$ cat config.mk
export PLATFORM = sky130hd
export DESIGN_NAME = rpeg_mul
export DESIGN_NICKNAME = d
export VERILOG_FILES = /design/src/hw/rtl/rpeg_pkg.sv /design/src/hw/rtl/rpeg_mul.sv
export SDC_FILE = /design/constraint.sdc
export NUM_CORES = 2
export LEC_CHECK = 0
export ABC_AREA = 1
export CELL_PAD_IN_SITES_DETAIL_PLACEMENT = 1
export CELL_PAD_IN_SITES_GLOBAL_PLACEMENT = 1
export CORE_MARGIN = 2
export CORE_UTILIZATION = 50
export CTS_CLUSTER_SIZE = 8
export DETAILED_ROUTE_END_ITERATION = 10
export DONT_BUFFER_PORTS = 1
export PLACE_DENSITY_LB_ADDON = 0.25
export SYNTH_ARGS = -nofsm -noshare
export SYNTH_HDL_FRONTEND = slang
export SYNTH_SLANG_ARGS = --single-unit
$ cat constraint.sdc
create_clock -name clk -period 8.97 [get_ports clk]
set_clock_uncertainty 0.2 [all_clocks]
set_input_delay 0.897 -clock clk [delete_from_list [all_inputs] [get_ports clk]]
set_output_delay 0.897 -clock clk [all_outputs]
set_load 0.05 [all_outputs]
$ cat src/hw/rtl/rpeg_pkg.sv
// Shared types, constants and elaboration-time functions of the RGB pad effect generator.
// Depends on nothing; every other file in hw/rtl imports it.
package rpeg_pkg;

    // Default sizes handed to the top level.
    localparam int GRID_SIDE_DEF  = 8;
    localparam int SINE_DEPTH_DEF = 1024;
    localparam int MAX_PADS       = 64;

    // Datapath widths.
    localparam int MW     = 34;  // shared multiplier operand width (signed)
    localparam int CW     = 20;  // Q16 intensity width (signed)
    localparam int SW     = 18;  // sine table entry width (signed Q16)
    localparam int XY_W   = 4;   // pad column and row width
    localparam int BAR_W  = 5;   // bar length width
    localparam int PAD_NW = 7;   // pad number width

    // Fixed-point constants.
    localparam logic [63:0] INV2PI_Q32  = 64'd683565276;
    localparam logic [63:0] PI_HALF_Q30 = 64'd1686629713;

    // Configuration register indexes.
    localparam logic [2:0] CFG_EFFECT_MODE = 3'd0;
    localparam logic [2:0] CFG_BRIGHTNESS  = 3'd1;
    localparam logic [2:0] CFG_SPEED       = 3'd2;
    localparam logic [2:0] CFG_CPU_BAR     = 3'd3;
    localparam logic [2:0] CFG_RAM_BAR     = 3'd4;
    localparam logic [2:0] CFG_CORNER      = 3'd5;

    // Effect codes; unused codes render the solid color.
    localparam logic [2:0] EFF_RAINBOW = 3'd0;
    localparam logic [2:0] EFF_BREATHE = 3'd1;
    localparam logic [2:0] EFF_WAVE    = 3'd2;
    localparam logic [2:0] EFF_STARS   = 3'd3;

    // Sequencer states.
    typedef enum logic [5:0] {
        ST_IDLE,
        ST_F_PT, ST_F_Q25, ST_F_Q25B, ST_F_U, ST_F_W1, ST_F_W2,
        ST_F_NS, ST_F_NR, ST_F_BR, ST_F_BV,
        ST_PAD,
        ST_H0, ST_H1, ST_H2, ST_H3, ST_H4, ST_H5,
        ST_WV0, ST_WV1, ST_WV2, ST_WV3,
        ST_SR0, ST_SR1, ST_SR2, ST_SR3,
        ST_SD0, ST_SD1, ST_SD2, ST_SD3,
        ST_OVL, ST_O1, ST_O2, ST_O3,
        ST_FIN
    } state_t;

    // Per-pad constants looked up by pad index.
    typedef struct packed {
        logic [PAD_NW-1:0] pad_number;
        logic [XY_W-1:0]   x;
        logic [XY_W-1:0]   y;
        logic [31:0]       hue_off;
        logic [31:0]       rad_turn;
        logic [31:0]       star_base;
        logic [4:0]        star_res;
    } pad_info_t;

    // Floor square root of a 64-bit value, bit by bit.
    function automatic logic [31:0] isqrt64(input logic [63:0] n);
        logic [63:0] rem;
        logic [63:0] root;
        logic [63:0] bit_v;
        rem  = n;
        root = 64'd0;
        for (int i = 31; i >= 0; i--) begin
            bit_v = 64'd1 << (2 * i);
            if (rem >= root + bit_v) begin
                rem  = rem - (root + bit_v);
                root = (root >> 1) + bit_v;
            end else begin
                root = root >> 1;
            end
        end
        return root[31:0];
    endfunction

    // Sine of a Q32 turn in Q16, from an odd series in Q30 over one quadrant.
    function automatic logic signed [SW-1:0] sine_q16(input logic [63:0] t);
        logic [1:0]         quad;
        logic [63:0]        u;
        logic [63:0]        x;
        logic [63:0]        x2;
        logic [63:0]        term;
        logic signed [63:0] sum;
        quad = t[31:30];
        u    = {34'd0, t[29:0]};
        if (quad[0])
            u = (64'd1 << 30) - u;
        x    = (u * PI_HALF_Q30) >> 30;
        x2   = (x * x) >> 30;
        term = x;
        sum  = $signed(x);
        term = ((term * x2) >> 30) / 64'd6;
        sum  = sum - $signed(term);
        term = ((term * x2) >> 30) / 64'd20;
        sum  = sum + $signed(term);
        term = ((term * x2) >> 30) / 64'd42;
        sum  = sum - $signed(term);
        term = ((term * x2) >> 30) / 64'd72;
        sum  = sum + $signed(term);
        term = ((term * x2) >> 30) / 64'd110;
        sum  = sum - $signed(term);
        if (sum < 0)
            sum = 64'sd0;
        sum = (sum + 64'sd8192) >>> 14;
        return quad[1] ? -SW'(sum) : SW'(sum);
    endfunction

    // Q16 intensity to a 0..63 level, rounded and clamped.
    function automatic logic [5:0] level63(input logic signed [CW-1:0] v);
        logic signed [CW+6:0] l;
        l = ((CW+7)'(v) <<< 6) - (CW+7)'(v) + (CW+7)'(32768);
        l = l >>> 16;
        if (v <= 0)
            return 6'd0;
        else if (l > 63)
            return 6'd63;
        else
            return l[5:0];
    endfunction

endpackage

$ cat src/hw/rtl/rpeg_mul.sv
// Shared signed multiplier with a registered product.
// Depends on rpeg_pkg for the operand width.
module rpeg_mul (
    input  logic                             clk,
    input  logic signed [rpeg_pkg::MW-1:0]   a,
    input  logic signed [rpeg_pkg::MW-1:0]   b,
    output logic signed [2*rpeg_pkg::MW-1:0] p
);
    import rpeg_pkg::*;

    logic signed [2*MW-1:0] p_reg;

    // One product per cycle, registered before use.
    always_ff @(posedge clk)
    begin
        p_reg <= a * b;
    end

    assign p = p_reg;

endmodule

==> flow_metrics.py <==
metrics = {
    "status": {
        "outcome": "finished, final reports clean",
    },
    "synthesis": {
        "synth_adder_area_share": 0.593,
        "main_area_contributors_after_synthesis": "fa_1, inv_1, nand2_1",
        "synth_mux_area_frac": 0,
        "synth.ff_latch_count": 68,
        "synth_area_leader_cell": "fa_1",
        "syn-instance-count": 5972,
        "synth.lib_cells_used.distinct": 32,
        "post_synthesis_compound_gate_area_fraction": 0.0113,
        "synth_cell_area_mm2": 0.0462,
        "synthesis.area_per_instance_um2": 7.74,
        "synth-xor-area-share": 0.00663,
        "dominant_combinational_cell_family_by_area_after_synthesis": "adder cells",
        "synthesis.nets": 7486,
        "synth_largest_type_area_fraction": 0.537,
        "synth-seq-area-share": 0.0295,
        "synth-simple-area-share": 0.166,
        "synth.yosys.warnings": 0,
    },
    "grt": {
        "global_route_met3_utilization": 0.0401,
        "grt_start_max_net_pins": 35,
        "first_global_vias": 43100,
        "grt_pass1_wl_mm": 253,
        "grt_overflow_total": 0,
        "grt-busiest-layer": "met2",
        "grtUsageMet1": 0.417,
        "groute.layer.met2.usage": 0.647,
        "initial_antenna_violation_count": 3,
        "grtUsageTotal": 0.361,
    },
    "critical_path": {
        "worst-path-max-fanout": 34,
        "critPathArrivalTime_ns": 8.12,
        "critPathCaptureType": "register",
        "crit_path_start": "a[33]",
        "timing.critical_path.required_ns": 9.00,
        "critPathLaunchType": "primary input",
        "critPathKind": "primary input to register",
    },
    "timing": {
        "number_of_failing_setup_endpoints_in_the_final_timing_report": 0,
        "worst_slew_pin_slew_ns": 0.833,
        "fin_hold_ws_ns": 0.447,
        "tmin_final_ns": 8.08,
        "unrepaired_setup_endpoints_after_global_routing": "false",
        "total_count_of_max_transition_violations_in_the_final_report": 0,
        "max-slew-margin-rel": 0.444,
        "final_hold_viols": 0,
        "timing.setup.tns_ns": 0,
        "fin_crit_sh": 0.901,
        "minimum_setup_slack_in_the_final_design_ns": 0.886,
        "fmax_mhz": 124,
    },
    "place": {
        "portBuffers": 0,
        "place.detailed.hpwl_mm": 132,
        "worst_setup_slack_post_dpl_ns": 0.492,
        "dp_cells": 6894,
        "routabilityCongestion": 0.993,
    },
    "die": {
        "initial_core_util": 0.504,
        "die_span_y_um": 308,
        "pin_count": 137,
        "die_boundary_width_um": 308,
        "die_area_mm2": 0.0949,
        "standard_cell_rows": 111,
        "design.core.area_mm2": 0.0917,
    },
    "cells_and_area": {
        "layoutNonFillerInstCount": 6912,
        "final_net_count": 7233,
        "largest_register_ff_count": 68,
        "layout.cells.most_common": "inv_1",
        "drive_gt1_frac": 0.0147,
        "layout_common_cells": "inv_1, nand2_1, fa_1",
        "area_growth_syn_to_layout_pct": 1.80,
    },
    "hold_path": {
        "worst_hold_path_cells": 2,
        "whs_endpoint": "p[0]",
        "holdCritPathClass": "primary input to register",
        "hp-start": "b[0]",
    },
    "detailed_routing": {
        "drc": 0,
        "residual_antenna_violating_net_count_after_detailed_routing": 0,
        "viasPerCell": 5.22,
        "wl_per_cell_um": 23.3,
        "initialDrtViolationCount": 2096,
        "vias_after_detailed_routing": 36100,
        "final_routed_wirelength_across_all_metal_layers_mm": 161,
        "drtPass1Iterations": 7,
    },
    "clock_tree": {
        "postCtsResizedCells": 0,
        "cts-buffers-inserted": 9,
        "cts-root-buf": "clkbuf_16",
        "ctsLongestPathBuffers": 2,
        "tritoncts": "done",
        "worst_setup_hold_path_clk_slew_ns": 0.07,
        "cts_sinks": 68,
        "cts.htree.levels": 3,
        "cts_post_setup_buffers_inserted": 0,
        "holdBufCountCts": 0,
    },
    "job": {
        "maxCapViolations": 0,
    },
}
==> cell families (layout without fill, tap and decap cells) <==
| family | count (synthesis) | count (layout) |
|---|---|---|
| adders and majority gates | 1445 | 1445 |
| other | 0 | 2 |
| and+or+nand+nor | 1939 | 1939 |
| buffers and inverters | 2390 | 2142 |
| AOI/OAI and AO/OA | 95 | 95 |
| xor gates and xnor gates | 35 | 35 |
| DFF | 68 | 68 |
==> metal layers <==
| metal | share of wire | wire length, um | up-vias |
|---|---|---|---|
| li1 | - | - | 15500 |
| met1 | 0.37 | 59400 | 19000 |
| met2 | 0.51 | 82400 | 1097 |
| met3 | 0.050 | 8110 | 470 |
| met4 | 0.070 | 11300 | 4 |
| met5 | 0.00014 | 23 | - |
==> critical path, cell delays in order <==
cell	delay (ns)
nand2_1	0.12
fa_1	0.65
fa_1	0.88
inv_1	0.12
fa_1	0.96
inv_1	0.16
fa_1	0.52
fa_1	0.59
fa_1	0.43
fa_1	0.47
fa_1	0.51
inv_1	0.05
ha_1	0.39
nand2_1	0.15
nor2_1	0.16
inv_1	0.09
nor2_1	0.22
nand2_1	0.12
nor3_1	0.17
nand2_1	0.16
nand4_1	0.11
nand2_1	0.13
==> layout make-up <==
cell class	instances	area [um^2]
Timing Repair Buffer	7	52.6
Inverter	2119	7950
Multi-Input combinational cell	3514	35900
Clock buffer	9	225
Tap cell	1186	1480
Sequential cell	68	1360
Fill cell	11500	44600
Clock inverter	7	82.6
Antenna cell	2	5.00
==> synth_stat cells <==
| master | count |
|---|---|
| a21o_1 | 1 |
| a21oi_2 | 4 |
| inv_1 | 2116 |
| nor3_2 | 5 |
| inv_2 | 3 |
| nand2_4 | 2 |
| nand3_2 | 7 |
| o21bai_1 | 11 |
| nand4_1 | 19 |
| nand2_2 | 20 |
| a21oi_1 | 59 |
| nor3_4 | 2 |
| or2_2 | 8 |
| nand2_1 | 1661 |
| buf_1 | 2 |
| clkbuf_1 | 269 |
| xor2_1 | 33 |
| nand2b_1 | 1 |
| nor2_1 | 115 |
| nor3_1 | 15 |
| nor4_2 | 1 |
| fa_1 | 1241 |
| and2_1 | 1 |
| ha_1 | 204 |
| nand3b_1 | 3 |
| nand3_1 | 70 |
| o21a_1 | 1 |
| dfxtp_1 | 68 |
| o21ai_1 | 1 |
| xnor2_1 | 2 |
| o21ai_0 | 18 |
| nor2_2 | 9 |
==> per-stage QoR <==
stage,cell area (um^2),utilization
2_1_floorplan,46200,-
3_3_place_gp,46700,0.510
3_5_place_dp,46700,0.510
4_1_cts,47100,0.513
5_1_grt,47100,0.513
6_report,47100,0.513
==> worst max-delay path by stage <==
stage                        to  slack (ns)  cells past startpoint
final                     p[60]        0.89                     22
after global routing      p[60]        0.62                     22
after CTS                 p[60]        0.90                     22
after detailed placement  p[60]        0.49                     22
after global placement    p[60]        0.72                     22
after floorplan           p[66]        1.05                     24
Power is left out: the tool's default activity adds up to more than one toggle a clock period on the data nets, which glitch-free logic cannot reach.
